$ cat config.mk
export PLATFORM = sky130hd
export DESIGN_NAME = edge_replicate_border_pad_flat
export DESIGN_NICKNAME = d
export VERILOG_FILES = /design/src/design/erbp_pkg.sv /design/src/design/erbp_src_if.sv /design/src/design/erbp_dst_if.sv /design/src/design/erbp_front.sv /design/src/design/erbp_fifo.sv /design/src/design/erbp_back.sv /design/src/design/edge_replicate_border_pad.sv /design/src/flat_wrapper.sv
export SDC_FILE = /design/constraint.sdc
export NUM_CORES = 1
export LEC_CHECK = 0
export CORE_ASPECT_RATIO = 0.5
export CORE_MARGIN = 1
export CORE_UTILIZATION = 64
export CTS_BUF_LIST = sky130_fd_sc_hd__clkbuf_2
export CTS_CLUSTER_DIAMETER = 80
export DETAILED_ROUTE_END_ITERATION = 8
export DONT_BUFFER_PORTS = 1
export PLACE_DENSITY = 0.88
export REMOVE_ABC_BUFFERS = 1
export SLEW_MARGIN = 20
export SYNTH_ARGS = -nofsm -noshare
export SYNTH_HDL_FRONTEND = slang
export SYNTH_HIERARCHICAL = 1
export SYNTH_SLANG_ARGS = --single-unit
$ cat constraint.sdc
create_clock -name clk -period 8.2 [get_ports clk]
set_input_delay 0 -clock clk [delete_from_list [all_inputs] [get_ports clk]]
set_output_delay 0 -clock clk [all_outputs]
set_load 0.005 [all_outputs]
$ cat src/design/erbp_pkg.sv
// ----------------------------------------------------------------------------
// erbp_pkg
// Shared constants, register codes and beat types for the edge-replicating
// border padder.
// ----------------------------------------------------------------------------
package erbp_pkg;

    // Default size limits handed to the top level parameters
    localparam int DEF_MAX_WIDTH  = 2048;
    localparam int DEF_MAX_HEIGHT = 2048;
    localparam int DEF_MAX_BORDER = 3;

    // Fixed field widths
    localparam int ADDR_W     = 23;
    localparam int PIX_W      = 8;
    localparam int SIZE_REG_W = 12;
    localparam int BW_W       = 2;
    localparam int CH_W       = 2;
    localparam int CFG_IDX_W  = 3;
    localparam int CFG_DATA_W = 12;

    // Register indexes
    localparam logic [CFG_IDX_W-1:0] REG_IMAGE_WIDTH    = 3'd0;
    localparam logic [CFG_IDX_W-1:0] REG_IMAGE_HEIGHT   = 3'd1;
    localparam logic [CFG_IDX_W-1:0] REG_BORDER_WIDTH   = 3'd2;
    localparam logic [CFG_IDX_W-1:0] REG_GRAY_MODE      = 3'd3;
    localparam logic [CFG_IDX_W-1:0] REG_CHANNEL_SELECT = 3'd4;

    // Register reset values
    localparam logic [SIZE_REG_W-1:0] RST_IMAGE_WIDTH    = 12'd640;
    localparam logic [SIZE_REG_W-1:0] RST_IMAGE_HEIGHT   = 12'd480;
    localparam logic [BW_W-1:0]       RST_BORDER_WIDTH   = 2'd2;
    localparam logic                  RST_GRAY_MODE      = 1'b1;
    localparam logic [CH_W-1:0]       RST_CHANNEL_SELECT = 2'd0;

    // Channel codes
    localparam logic [CH_W-1:0] CH_RED   = 2'd0;
    localparam logic [CH_W-1:0] CH_GREEN = 2'd1;
    localparam logic [CH_W-1:0] CH_BLUE  = 2'd2;

    // Divide by 3 as multiply by 683 / 2^11, exact for sums up to 765
    localparam logic [9:0] GRAY_RECIP = 10'd683;
    localparam int         GRAY_SHIFT = 11;

    // Queue between front and back
    localparam int QUEUE_DEPTH = 2;

    typedef struct packed {
        logic top;
        logic bot;
        logic lft;
        logic rgt;
    } edge_t;

    // One classified pixel
    typedef struct packed {
        logic [PIX_W-1:0]  val;
        logic [ADDR_W-1:0] cb;    // centre row base (r+B)*nw
        logic [ADDR_W-1:0] colb;  // centre column c+B
        edge_t             edges;
    } qent_t;

    // Padded frame geometry, registered from the config registers
    typedef struct packed {
        logic [ADDR_W-1:0] nw;    // padded width
        logic [ADDR_W-1:0] bnw;   // B * nw
        logic [BW_W-1:0]   b;     // effective border
    } geom_t;

endpackage

$ cat src/design/erbp_src_if.sv
// ----------------------------------------------------------------------------
// erbp_src_if
// Source pixel channel: valid/ready plus one RGB pixel per beat.
// ----------------------------------------------------------------------------
interface erbp_src_if;
    logic       valid;
    logic       ready;
    logic [7:0] red;
    logic [7:0] green;
    logic [7:0] blue;

    modport source (output valid, output red, output green, output blue, input ready);
    modport sink   (input valid, input red, input green, input blue, output ready);
endinterface

$ cat src/design/erbp_dst_if.sv
// ----------------------------------------------------------------------------
// erbp_dst_if
// Destination write channel: one padded-frame byte write per beat.
// ----------------------------------------------------------------------------
interface erbp_dst_if;
    logic        valid;
    logic        ready;
    logic [22:0] dest_address;
    logic [7:0]  pixel_value;
    logic        last_write;

    modport source (output valid, output dest_address, output pixel_value,
                    output last_write, input ready);
    modport sink   (input valid, input dest_address, input pixel_value,
                    input last_write, output ready);
endinterface

$ cat src/design/erbp_front.sv
// ----------------------------------------------------------------------------
// erbp_front
// Accepts source pixels, reduces them to one byte, tracks raster position,
// classifies edges and computes the centre row base for the queue.
// ----------------------------------------------------------------------------
module erbp_front
    import erbp_pkg::*;
#(
    parameter int MAX_WIDTH  = DEF_MAX_WIDTH,
    parameter int MAX_HEIGHT = DEF_MAX_HEIGHT,
    parameter int MAX_BORDER = DEF_MAX_BORDER,
    localparam int SW  = $clog2(MAX_WIDTH + 1),
    localparam int SH  = $clog2(MAX_HEIGHT + 1)
)
(
    input  logic            clk,
    input  logic            rst_n,
    erbp_src_if.sink        src,
    input  logic [SW-1:0]   w,
    input  logic [SH-1:0]   h,
    input  logic [BW_W-1:0] border,
    input  logic            gray_mode,
    input  logic [CH_W-1:0] channel_select,
    input  logic [ADDR_W-1:0] nw,
    input  logic            q_full,
    output logic            q_push,
    output qent_t           q_wdata
);

    localparam int CW  = (MAX_WIDTH > 1) ? $clog2(MAX_WIDTH) : 1;
    localparam int RW  = (MAX_HEIGHT > 1) ? $clog2(MAX_HEIGHT) : 1;
    localparam int RBW = (MAX_HEIGHT + MAX_BORDER > 1) ? $clog2(MAX_HEIGHT + MAX_BORDER) : 1;
    localparam int PW  = RBW + ADDR_W;

    logic [CW-1:0]     col_reg, col_next, col_cur;
    logic [RW-1:0]     row_reg, row_next, row_cur;
    logic              col_last, row_last, accept;
    logic [9:0]        sum;
    logic [19:0]       prod;
    logic [PIX_W-1:0]  val_c;
    logic              a_valid_reg, a_valid_next;
    logic [PIX_W-1:0]  a_val_reg;
    logic [RBW-1:0]    a_rowb_reg;
    logic [ADDR_W-1:0] a_colb_reg;
    edge_t             a_edge_reg, edge_c;
    logic [PW-1:0]     cb_prod;

    // Raster position; stale counters past the frame restart at zero
    assign col_cur  = (SW'(col_reg) < w) ? col_reg : '0;
    assign row_cur  = (SH'(row_reg) < h) ? row_reg : '0;
    assign col_last = (SW'(col_cur) == w - SW'(1));
    assign row_last = (SH'(row_cur) == h - SH'(1));

    assign edge_c.top = (row_cur == '0);
    assign edge_c.bot = row_last;
    assign edge_c.lft = (col_cur == '0);
    assign edge_c.rgt = col_last;

    assign src.ready = !a_valid_reg || !q_full;
    assign accept    = src.valid && src.ready;
    assign q_push    = a_valid_reg && !q_full;

    // Byte reduction
    assign sum  = 10'(src.red) + 10'(src.green) + 10'(src.blue);
    assign prod = 20'(sum) * 20'(GRAY_RECIP);

    always_comb
    begin
        if (gray_mode)
        begin
            val_c = prod[GRAY_SHIFT +: PIX_W];
        end
        else
        begin
            unique case (channel_select)
                CH_RED:   val_c = src.red;
                CH_GREEN: val_c = src.green;
                default:  val_c = src.blue;
            endcase
        end
    end

    always_comb
    begin
        col_next = col_reg;
        row_next = row_reg;
        if (accept)
        begin
            if (col_last)
            begin
                col_next = '0;
                row_next = row_last ? '0 : row_cur + RW'(1);
            end
            else
            begin
                col_next = col_cur + CW'(1);
                row_next = row_cur;
            end
        end
    end

    always_comb
    begin
        a_valid_next = a_valid_reg;
        if (accept)
        begin
            a_valid_next = 1'b1;
        end
        else if (q_push)
        begin
            a_valid_next = 1'b0;
        end
    end

    always_ff @(posedge clk or negedge rst_n)
    begin
        if (!rst_n)
        begin
            col_reg     <= '0;
            row_reg     <= '0;
            a_valid_reg <= 1'b0;
        end
        else
        begin
            col_reg     <= col_next;
            row_reg     <= row_next;
            a_valid_reg <= a_valid_next;
        end
    end

    always_ff @(posedge clk)
    begin
        if (accept)
        begin
            a_val_reg  <= val_c;
            a_rowb_reg <= RBW'(row_cur) + RBW'(border);
            a_colb_reg <= ADDR_W'(col_cur) + ADDR_W'(border);
            a_edge_reg <= edge_c;
        end
    end

    // Centre row base; the queue entry registers the product
    assign cb_prod = PW'(a_rowb_reg) * PW'(nw);

    assign q_wdata.val   = a_val_reg;
    assign q_wdata.cb    = cb_prod[ADDR_W-1:0];
    assign q_wdata.colb  = a_colb_reg;
    assign q_wdata.edges = a_edge_reg;

endmodule

$ cat src/design/erbp_fifo.sv
// ----------------------------------------------------------------------------
// erbp_fifo
// Short queue of classified pixels between front and back.
// ----------------------------------------------------------------------------
module erbp_fifo
    import erbp_pkg::*;
(
    input  logic  clk,
    input  logic  rst_n,
    input  logic  push,
    input  qent_t wdata,
    output logic  full,
    output logic  rd_valid,
    output qent_t rdata,
    input  logic  pop
);

    localparam int PTR_W = (QUEUE_DEPTH > 1) ? $clog2(QUEUE_DEPTH) : 1;
    localparam int CNT_W = $clog2(QUEUE_DEPTH + 1);

    qent_t            mem [QUEUE_DEPTH];
    logic [PTR_W-1:0] wr_ptr_reg, rd_ptr_reg;
    logic [CNT_W-1:0] count_reg;

    assign full     = (count_reg == CNT_W'(QUEUE_DEPTH));
    assign rd_valid = (count_reg != '0);
    assign rdata    = mem[rd_ptr_reg];

    always_ff @(posedge clk or negedge rst_n)
    begin
        if (!rst_n)
        begin
            wr_ptr_reg <= '0;
            rd_ptr_reg <= '0;
            count_reg  <= '0;
        end
        else
        begin
            if (push)
            begin
                wr_ptr_reg <= (wr_ptr_reg == PTR_W'(QUEUE_DEPTH - 1)) ? '0
                                                                      : wr_ptr_reg + PTR_W'(1);
            end
            if (pop)
            begin
                rd_ptr_reg <= (rd_ptr_reg == PTR_W'(QUEUE_DEPTH - 1)) ? '0
                                                                      : rd_ptr_reg + PTR_W'(1);
            end
            if (push && !pop)
            begin
                count_reg <= count_reg + CNT_W'(1);
            end
            else if (pop && !push)
            begin
                count_reg <= count_reg - CNT_W'(1);
            end
        end
    end

    always_ff @(posedge clk)
    begin
        if (push)
        begin
            mem[wr_ptr_reg] <= wdata;
        end
    end

endmodule

$ cat src/design/erbp_back.sv
// ----------------------------------------------------------------------------
// erbp_back
// Write sequencer: emits the centre write, then the border strips and the
// corner squares of edge pixels, one write per beat.
// ----------------------------------------------------------------------------
module erbp_back
    import erbp_pkg::*;
(
    input  logic       clk,
    input  logic       rst_n,
    input  logic       q_valid,
    input  qent_t      q_data,
    output logic       q_pop,
    input  geom_t      geom,
    erbp_dst_if.source dst
);

    localparam logic [1:0] ST_IDLE   = 2'd0;
    localparam logic [1:0] ST_TB     = 2'd1;
    localparam logic [1:0] ST_LR     = 2'd2;
    localparam logic [1:0] ST_CORNER = 2'd3;

    logic [1:0]        state_reg, state_next;
    logic              out_valid_reg, out_valid_next;
    logic [ADDR_W-1:0] out_addr_reg, out_addr_next;
    logic [PIX_W-1:0]  out_val_reg, out_val_next;
    logic              out_last_reg, out_last_next;

    logic [PIX_W-1:0]  val_reg, val_next;
    logic [ADDR_W-1:0] cb_reg, cb_next;
    logic [ADDR_W-1:0] colb_reg, colb_next;
    logic [ADDR_W-1:0] lower0_reg, lower0_next;
    logic [ADDR_W-1:0] upper_reg, upper_next;
    logic [ADDR_W-1:0] lower_reg, lower_next;
    logic [ADDR_W-1:0] cr_reg, cr_next;
    logic [BW_W-1:0]   i_reg, i_next, j_reg, j_next;
    logic [3:0]        mask_reg, mask_next;
    logic [1:0]        mtb_reg, mtb_next, mlr_reg, mlr_next;
    logic [3:0]        mc_reg, mc_next;

    logic              out_free, has_b, i_more, j_more, idx_more;
    logic [1:0]        h_mtb, h_mlr;
    logic [3:0]        h_mc, sel, rest;
    logic [1:0]        first_ph, after_ph, enter_ph;
    logic              do_enter;
    logic [ADDR_W-1:0] head_l0, enter_l0, row_term, col_term, emit_addr;

    assign out_free = !out_valid_reg || dst.ready;
    assign has_b    = (geom.b != '0);

    // Border write masks of the queue head
    assign h_mtb = has_b ? {q_data.edges.bot, q_data.edges.top} : 2'b00;
    assign h_mlr = has_b ? {q_data.edges.rgt, q_data.edges.lft} : 2'b00;
    // Corner order per (i,j): upper left, lower left, upper right, lower right
    assign h_mc  = has_b ? {q_data.edges.bot & q_data.edges.rgt,
                            q_data.edges.top & q_data.edges.rgt,
                            q_data.edges.bot & q_data.edges.lft,
                            q_data.edges.top & q_data.edges.lft} : 4'b0000;
    assign head_l0 = q_data.cb + geom.bnw;

    assign first_ph = (h_mtb != '0) ? ST_TB :
                      (h_mlr != '0) ? ST_LR :
                      (h_mc  != '0) ? ST_CORNER : ST_IDLE;

    always_comb
    begin
        unique case (state_reg)
            ST_TB:   after_ph = (mlr_reg != '0) ? ST_LR :
                                (mc_reg  != '0) ? ST_CORNER : ST_IDLE;
            ST_LR:   after_ph = (mc_reg != '0) ? ST_CORNER : ST_IDLE;
            default: after_ph = ST_IDLE;
        endcase
    end

    assign sel    = mask_reg & (~mask_reg + 4'd1);
    assign rest   = mask_reg & ~sel;
    assign i_more = ({1'b0, i_reg} + 3'd1) < {1'b0, geom.b};
    assign j_more = ({1'b0, j_reg} + 3'd1) < {1'b0, geom.b};

    always_comb
    begin
        unique case (state_reg)
            ST_TB:     idx_more = j_more;
            ST_LR:     idx_more = i_more;
            ST_CORNER: idx_more = j_more || i_more;
            default:   idx_more = 1'b0;
        endcase
    end

    // Address of the write at hand: one row term plus one column term
    always_comb
    begin
        unique case (state_reg)
            ST_IDLE:
            begin
                row_term = q_data.cb;
                col_term = q_data.colb;
            end
            ST_TB:
            begin
                row_term = sel[0] ? upper_reg : lower_reg;
                col_term = colb_reg;
            end
            ST_LR:
            begin
                row_term = cb_reg;
                col_term = sel[0] ? ADDR_W'(i_reg) : cr_reg;
            end
            default:
            begin
                row_term = (sel[0] || sel[2]) ? upper_reg : lower_reg;
                col_term = (sel[0] || sel[1]) ? ADDR_W'(i_reg) : cr_reg;
            end
        endcase
    end

    assign emit_addr = row_term + col_term;

    always_comb
    begin
        state_next     = state_reg;
        out_valid_next = out_valid_reg;
        out_addr_next  = out_addr_reg;
        out_val_next   = out_val_reg;
        out_last_next  = out_last_reg;
        val_next       = val_reg;
        cb_next        = cb_reg;
        colb_next      = colb_reg;
        lower0_next    = lower0_reg;
        upper_next     = upper_reg;
        lower_next     = lower_reg;
        cr_next        = cr_reg;
        i_next         = i_reg;
        j_next         = j_reg;
        mask_next      = mask_reg;
        mtb_next       = mtb_reg;
        mlr_next       = mlr_reg;
        mc_next        = mc_reg;
        q_pop          = 1'b0;
        do_enter       = 1'b0;
        enter_ph       = ST_IDLE;
        enter_l0       = lower0_reg;

        if (out_valid_reg && dst.ready)
        begin
            out_valid_next = 1'b0;
        end

        unique case (state_reg)
            ST_IDLE:
            begin
                if (q_valid && out_free)
                begin
                    q_pop          = 1'b1;
                    out_valid_next = 1'b1;
                    out_addr_next  = emit_addr;
                    out_val_next   = q_data.val;
                    out_last_next  = (first_ph == ST_IDLE);
                    val_next       = q_data.val;
                    cb_next        = q_data.cb;
                    colb_next      = q_data.colb;
                    lower0_next    = head_l0;
                    mtb_next       = h_mtb;
                    mlr_next       = h_mlr;
                    mc_next        = h_mc;
                    do_enter       = 1'b1;
                    enter_ph       = first_ph;
                    enter_l0       = head_l0;
                end
            end
            default:
            begin
                if (out_free)
                begin
                    out_valid_next = 1'b1;
                    out_addr_next  = emit_addr;
                    out_val_next   = val_reg;
                    out_last_next  = 1'b0;
                    if (rest != '0)
                    begin
                        mask_next = rest;
                    end
                    else if (idx_more)
                    begin
                        if (state_reg == ST_LR)
                        begin
                            i_next    = i_reg + BW_W'(1);
                            cr_next   = cr_reg - ADDR_W'(1);
                            mask_next = {2'b00, mlr_reg};
                        end
                        else if (j_more)
                        begin
                            // next border row in the strip or corner square
                            j_next     = j_reg + BW_W'(1);
                            upper_next = upper_reg + geom.nw;
                            lower_next = lower_reg - geom.nw;
                            mask_next  = (state_reg == ST_TB) ? {2'b00, mtb_reg} : mc_reg;
                        end
                        else
                        begin
                            // next corner column, rows restart
                            i_next     = i_reg + BW_W'(1);
                            j_next     = '0;
                            upper_next = '0;
                            lower_next = lower0_reg;
                            cr_next    = cr_reg - ADDR_W'(1);
                            mask_next  = mc_reg;
                        end
                    end
                    else
                    begin
                        out_last_next = (after_ph == ST_IDLE);
                        do_enter      = 1'b1;
                        enter_ph      = after_ph;
                    end
                end
            end
        endcase

        if (do_enter)
        begin
            state_next = enter_ph;
            i_next     = '0;
            j_next     = '0;
            upper_next = '0;
            lower_next = enter_l0;
            cr_next    = geom.nw - ADDR_W'(1);
            unique case (enter_ph)
                ST_TB:     mask_next = {2'b00, mtb_next};
                ST_LR:     mask_next = {2'b00, mlr_next};
                ST_CORNER: mask_next = mc_next;
                default:   mask_next = '0;
            endcase
        end
    end

    always_ff @(posedge clk or negedge rst_n)
    begin
        if (!rst_n)
        begin
            state_reg     <= ST_IDLE;
            out_valid_reg <= 1'b0;
        end
        else
        begin
            state_reg     <= state_next;
            out_valid_reg <= out_valid_next;
        end
    end

    always_ff @(posedge clk)
    begin
        out_addr_reg <= out_addr_next;
        out_val_reg  <= out_val_next;
        out_last_reg <= out_last_next;
        val_reg      <= val_next;
        cb_reg       <= cb_next;
        colb_reg     <= colb_next;
        lower0_reg   <= lower0_next;
        upper_reg    <= upper_next;
        lower_reg    <= lower_next;
        cr_reg       <= cr_next;
        i_reg        <= i_next;
        j_reg        <= j_next;
        mask_reg     <= mask_next;
        mtb_reg      <= mtb_next;
        mlr_reg      <= mlr_next;
        mc_reg       <= mc_next;
    end

    assign dst.valid        = out_valid_reg;
    assign dst.dest_address = out_addr_reg;
    assign dst.pixel_value  = out_val_reg;
    assign dst.last_write   = out_last_reg;

endmodule

$ cat src/design/edge_replicate_border_pad.sv
// ----------------------------------------------------------------------------
// edge_replicate_border_pad
// Top level: config registers, front classifier, pixel queue and write
// sequencer of the clamp-to-edge border padder.
// ----------------------------------------------------------------------------
//
//  Channel   Dir   Handshake          Beat
//  src       in    valid/ready        one RGB source pixel, raster order
//  dst       out   valid/ready        one padded-frame write, last_write on
//                                     the final write of a pixel
//  cfg       in    cfg_we             register write, index + data, no wait
//
//  Rate: an interior pixel takes a single write at the write sequencer, so
//  the stream runs at one pixel per cycle while dst does not stall. An edge
//  pixel takes one centre write plus B per top/bottom edge, B per left/right
//  edge and B*B per corner it lies on, so more when the frame is one pixel
//  wide or high. The sequencer emits one write per cycle while dst is ready.
//  A src beat reaches dst through the front stage, queue and output register.
//  Reset clears the raster counters, the queue and the sequencer, and loads
//  the register defaults 640 x 480, border 2, grayscale.
//  dst stalls back up through the output register, sequencer and queue;
//  src stays ready while the queue has room.
//
module edge_replicate_border_pad
    import erbp_pkg::*;
#(
    parameter int MAX_WIDTH  = DEF_MAX_WIDTH,
    parameter int MAX_HEIGHT = DEF_MAX_HEIGHT,
    parameter int MAX_BORDER = DEF_MAX_BORDER
)
(
    input  logic                  clk,
    input  logic                  rst_n,
    erbp_src_if.sink              src,
    erbp_dst_if.source            dst,
    input  logic                  cfg_we,
    input  logic [CFG_IDX_W-1:0]  cfg_index,
    input  logic [CFG_DATA_W-1:0] cfg_data
);

    localparam int SW = $clog2(MAX_WIDTH + 1);
    localparam int SH = $clog2(MAX_HEIGHT + 1);

    // Config registers
    logic [SIZE_REG_W-1:0] image_width_reg;
    logic [SIZE_REG_W-1:0] image_height_reg;
    logic [BW_W-1:0]       border_width_reg;
    logic                  gray_mode_reg;
    logic [CH_W-1:0]       channel_select_reg;

    // Effective sizes: zero counts as one, oversize saturates
    logic [SW-1:0]     w;
    logic [SH-1:0]     h;
    logic [BW_W-1:0]   b;
    logic [ADDR_W-1:0] nw_c;
    logic [ADDR_W+BW_W-1:0] bnw_c;
    geom_t             geom_reg;

    // Queue wiring
    logic  q_full, q_push, q_valid, q_pop;
    qent_t q_wdata, q_rdata;

    always_ff @(posedge clk or negedge rst_n)
    begin
        if (!rst_n)
        begin
            image_width_reg    <= RST_IMAGE_WIDTH;
            image_height_reg   <= RST_IMAGE_HEIGHT;
            border_width_reg   <= RST_BORDER_WIDTH;
            gray_mode_reg      <= RST_GRAY_MODE;
            channel_select_reg <= RST_CHANNEL_SELECT;
        end
        else if (cfg_we)
        begin
            unique case (cfg_index)
                REG_IMAGE_WIDTH:    image_width_reg    <= cfg_data[SIZE_REG_W-1:0];
                REG_IMAGE_HEIGHT:   image_height_reg   <= cfg_data[SIZE_REG_W-1:0];
                REG_BORDER_WIDTH:   border_width_reg   <= cfg_data[BW_W-1:0];
                REG_GRAY_MODE:      gray_mode_reg      <= cfg_data[0];
                REG_CHANNEL_SELECT: channel_select_reg <= cfg_data[CH_W-1:0];
                default:            ; // unknown index: ignored
            endcase
        end
    end

    always_comb
    begin
        if (image_width_reg == '0)
        begin
            w = SW'(1);
        end
        else if (int'(image_width_reg) > MAX_WIDTH)
        begin
            w = SW'(MAX_WIDTH);
        end
        else
        begin
            w = SW'(image_width_reg);
        end

        if (image_height_reg == '0)
        begin
            h = SH'(1);
        end
        else if (int'(image_height_reg) > MAX_HEIGHT)
        begin
            h = SH'(MAX_HEIGHT);
        end
        else
        begin
            h = SH'(image_height_reg);
        end

        b = (int'(border_width_reg) > MAX_BORDER) ? BW_W'(MAX_BORDER) : border_width_reg;
    end

    // Padded width and B*nw. Registered: the first pixel after a config
    // write needs them in the cycle after it is accepted at the earliest.
    assign nw_c  = ADDR_W'(w) + ADDR_W'({b, 1'b0});
    assign bnw_c = (ADDR_W + BW_W)'(nw_c) * (ADDR_W + BW_W)'(b);

    always_ff @(posedge clk)
    begin
        geom_reg.nw  <= nw_c;
        geom_reg.bnw <= bnw_c[ADDR_W-1:0];
        geom_reg.b   <= b;
    end

    erbp_front #(
        .MAX_WIDTH  (MAX_WIDTH),
        .MAX_HEIGHT (MAX_HEIGHT),
        .MAX_BORDER (MAX_BORDER)
    ) u_front (
        .clk            (clk),
        .rst_n          (rst_n),
        .src            (src),
        .w              (w),
        .h              (h),
        .border         (b),
        .gray_mode      (gray_mode_reg),
        .channel_select (channel_select_reg),
        .nw             (geom_reg.nw),
        .q_full         (q_full),
        .q_push         (q_push),
        .q_wdata        (q_wdata)
    );

    erbp_fifo u_fifo (
        .clk      (clk),
        .rst_n    (rst_n),
        .push     (q_push),
        .wdata    (q_wdata),
        .full     (q_full),
        .rd_valid (q_valid),
        .rdata    (q_rdata),
        .pop      (q_pop)
    );

    erbp_back u_back (
        .clk     (clk),
        .rst_n   (rst_n),
        .q_valid (q_valid),
        .q_data  (q_rdata),
        .q_pop   (q_pop),
        .geom    (geom_reg),
        .dst     (dst)
    );

endmodule

$ cat src/flat_wrapper.sv
// flat-port wrapper written by rule: the top's interface ports become plain ports
module edge_replicate_border_pad_flat import erbp_pkg::*;
#(
    parameter int MAX_WIDTH  = DEF_MAX_WIDTH,
    parameter int MAX_HEIGHT = DEF_MAX_HEIGHT,
    parameter int MAX_BORDER = DEF_MAX_BORDER
)
  (clk, rst_n, cfg_we, cfg_index, cfg_data, src_valid, src_red, src_green, src_blue, src_ready, dst_valid, dst_dest_address, dst_pixel_value, dst_last_write, dst_ready);
  erbp_src_if src_i ();
  erbp_dst_if dst_i ();
  input  logic clk;
  input  logic rst_n;
  input  logic cfg_we;
  input  logic [CFG_IDX_W-1:0] cfg_index;
  input  logic [CFG_DATA_W-1:0] cfg_data;
  input wire logic [$bits(src_i.valid)-1:0] src_valid;
  input wire logic [$bits(src_i.red)-1:0] src_red;
  input wire logic [$bits(src_i.green)-1:0] src_green;
  input wire logic [$bits(src_i.blue)-1:0] src_blue;
  output wire logic [$bits(src_i.ready)-1:0] src_ready;
  output wire logic [$bits(dst_i.valid)-1:0] dst_valid;
  output wire logic [$bits(dst_i.dest_address)-1:0] dst_dest_address;
  output wire logic [$bits(dst_i.pixel_value)-1:0] dst_pixel_value;
  output wire logic [$bits(dst_i.last_write)-1:0] dst_last_write;
  input wire logic [$bits(dst_i.ready)-1:0] dst_ready;
  assign src_i.valid = src_valid;
  assign src_i.red = src_red;
  assign src_i.green = src_green;
  assign src_i.blue = src_blue;
  assign src_ready = src_i.ready;
  assign dst_valid = dst_i.valid;
  assign dst_dest_address = dst_i.dest_address;
  assign dst_pixel_value = dst_i.pixel_value;
  assign dst_last_write = dst_i.last_write;
  assign dst_i.ready = dst_ready;
  edge_replicate_border_pad #(.MAX_WIDTH(MAX_WIDTH), .MAX_HEIGHT(MAX_HEIGHT), .MAX_BORDER(MAX_BORDER)) u_core (.clk(clk), .rst_n(rst_n), .src(src_i), .dst(dst_i), .cfg_we(cfg_we), .cfg_index(cfg_index), .cfg_data(cfg_data));
endmodule
==> impl_results.md <==
* Status: finished clean
* Launch point of the worst path: src_red[1]
* CTS buffer count at 95
* RR Endpoint: u_core/u_fifo/mem[1][49]
* Slew HR at 27.0%
* Vias at 26,604
* Critical Path End Type: flop
* Slew @ Worst Pin at 1.09 ns
* H-Tree Depth at 3
* Hold Vio Cnt, Final at 0
* DPL Wire Length at 61,400 µm
* Fmax achieved at 0.152 GHz
* Wire per inst at 20.1 µm
* # IOs at 78
* Placer Congestion at 0.949
* First-pass GRT wire length at 136,000 µm
* Number of flops mapped to enable cells by yosys at 288
* Die Width at 328 µm
* Post-route ant nets at 0
* Post_cts resized at 0
* CP top delay family: adder cells
* Root Buffer: clkbuf_2
* Critical path startpoint category: input port
* Unrepaired setup endpoints after global routing: false
* Area leader, netlist: edfxtp_1
* Hold slack at 0.126 ns
* Ys flop type: edfxtp_1
* Post-Route Setup TNS at 0 ns
* Post-route insts no fill at 4,298
* Clock slew seen by the registers of the worst setup and hold paths at 0.12 ns
* Core area at 52,100 µm²
* YS warnings at 6
* TritonRoute pass-1 iters at 9
* Post-CTS Hold Buffers at 81
* Synth top area cells: edfxtp_1 26%, fa_1 11%, ha_1 9.1%
* Post-Syn Area per Cell at 10.1 µm²
* Via density at 6.19
* Share of cells above drive strength 1 at 10.9%
* R2R depth at 20
* DRC errors left at 0
* Register area share after synthesis at 35.1%
* CP Class: input port to flop
* WP data arrival at 7.38 ns
* Post-synth top area share at 25.5%
* Pin count of the biggest net entering global routing at 60
* Post-synth ARST share at 13.6%
* Place WS at 1.34 ns
* Initial antenna violation count at 2
* Tmin final at 6.58 ns
* CP max FO at 3
* Max reg flops at 116
* Final Cycle Share at 80.3%
* Vias in the first global route at 26,306
* I/O Buffers at 0
* CTS tree: built
* Req. time, crit path at 9.00 ns
* Setup Buffers After CTS at 0
* R2R setup slack at 1.94 ns
* Synth Cell Area at 33,900 µm²
* Worst clock skew at 0.0763 ns
* Synthesized flop and latch total at 435
* Clk buf depth at 3
* Gr usage total at 32.0%
* Clk sinks at 435
* Max-slew violation count at 0
* Critical Path Sink: u_core/u_front/a_val_reg[7]
* Overflow after GRT at 0
* Net count, final at 3,992
* Final WS setup at 1.62 ns
* Initial Utilization at 65.1%
* Area Growth Syn to Fin at 7.97%
* RR Startpoint: u_core/u_front/a_rowb_reg[3]
* # setup viols final at 0
* DIE AREA at 54,000 µm²
* Routed WL at 86,300 µm
* Synth cell types at 106
* Critical path depth in cells at 33
* Rows at 59
* 1st-iter DRT viols at 3,042
* Clock Latency Late Sink at 1.09 ns
* Die H at 165 µm
* Most used cell, CP: inv_1
* Slowest library cell on the worst path: dlygate4sd3_1
* Max capacitance violation total at 0
* Worst path bufs/invs at 10
* Largest stage delay, worst path at 0.58 ns
* Mapped Cells at 3,356
* Post-placement cell count at 4,036
* Worst Hold Class: input port to asynchronous set/reset pin
cell usage in the layout, fill, tap and decap left out, types with 19 or more instances in the layout:
cell type / synthesis / routed
conb_1: 2 / 94
buf_4: 14 / 28
xnor2_1: 153 / 153
nand2b_1: 24 / 24
a22oi_1: 31 / 31
dlygate4sd3_1: 0 / 79
mux2_2: 108 / 108
nor2_1: 170 / 170
nand2_1: 325 / 325
edfxtp_1: 288 / 288
xor2_1: 63 / 63
a211oi_1: 22 / 21
dfrtp_1: 51 / 50
nand3_1: 56 / 55
clkinv_1: 1 / 20
clkbuf_2: 0 / 145
nor3_1: 62 / 62
o211ai_1: 19 / 19
a31oi_1: 29 / 29
a21oi_1: 151 / 148
and2_1: 121 / 120
a21o_1: 45 / 45
a222oi_1: 23 / 23
mux2i_1: 80 / 80
inv_1: 309 / 309
fa_1: 188 / 188
nand4_1: 25 / 25
nor2b_1: 61 / 60
dfxtp_1: 88 / 88
o21ai_0: 139 / 139
or3_1: 19 / 19
ha_1: 246 / 243
o21a_1: 32 / 32
how the worst min path moves through the flow:
stage          cells past startpoint  slack, ns                          to  start
6_report                           4       0.13  u_core/u_front/a_valid_reg  rst_n
5_1_grt                            4       0.01  u_core/u_front/a_valid_reg  rst_n
2_1_floorplan                      0      -0.30                 u_core/b[0]  rst_n
3_5_place_dp                       0      -0.29     u_core/u_back/dst.valid  rst_n
4_1_cts                            4      0.003  u_core/u_back/state_reg[1]  rst_n
3_3_place_gp                       0      -0.29     u_core/u_back/dst.valid  rst_n
cells by family after synthesis:
| kind of cell | Yosys count | share of synthesized area [%] |
|---|---|---|
| AO/OA/AOI/OAI | 630 | 12.4 |
| XOR/XNOR | 218 | 5.71 |
| adder cells (fa/ha/maj) | 435 | 20.2 |
| buffers and inverters | 452 | 5.33 |
| flip-flops | 435 | 35.1 |
| multiplexers | 199 | 6.43 |
| other | 2 | 0.0221 |
| AND/OR/NAND/NOR | 985 | 14.8 |
cells in the mapped netlist, drive strengths merged, types with 15 or more instances:
cell	number
a21o	45
nand2	325
o211ai	19
o21bai	16
dfrtp	51
ha	246
clkbuf	98
buf	43
nor2b	62
mux2i	81
or3	20
and3	16
inv	310
dfxtp	88
xnor2	153
nand4	25
a21oi	156
or2	15
o21a	32
edfxtp	288
nor2	171
a31oi	29
nor4	26
a211oi	22
a22oi	32
nor3	67
mux2	118
o21ai	148
xor2	63
fa	188
nand2b	25
and2	122
nand3	57
a222oi	23
worst reg2reg max path: cells and delay by family (launching register included):
family,cells,cell delay (ns)
DFF,1,0.72
and+or+nand+nor,4,0.97
buffers and inverters,4,0.21
AOI/OAI and AO/OA,5,1.15
xor gates and xnor gates,1,0.18
adders and majority gates,6,2.80
routing by layer:
metal / share of wire, % / up-vias / global-route usage [%]
met5: 0 / - / 0
li1: - / 12101 / -
met2: 46 / 1363 / 51.4
met1: 42 / 12954 / 43.6
met3: 9.2 / 186 / 6.43
met4: 2.5 / 0 / 10.6
through the flow:
| step | area [µm²] | utilization, % |
|---|---|---|
| detailed placement | 34800 | 66.7 |
| floorplan | 33600 | - |
| global route | 36600 | 70.3 |
| CTS | 36600 | 70.2 |
| finish | 36600 | 70.3 |
| global placement | 34800 | 66.7 |
cell type report:
type	count	area [µm²]
multi-input combinational	2561	20600
fill	3716	15500
sequential	435	11900
inverter	311	1170
timing repair buffer	110	1080
tap	701	877
clock buffer	145	726
clock inverter	34	244
antenna	1	2.50
Power is left out: the tool's default activity adds up to more than one toggle a clock period on the data nets, which glitch-free logic cannot reach.
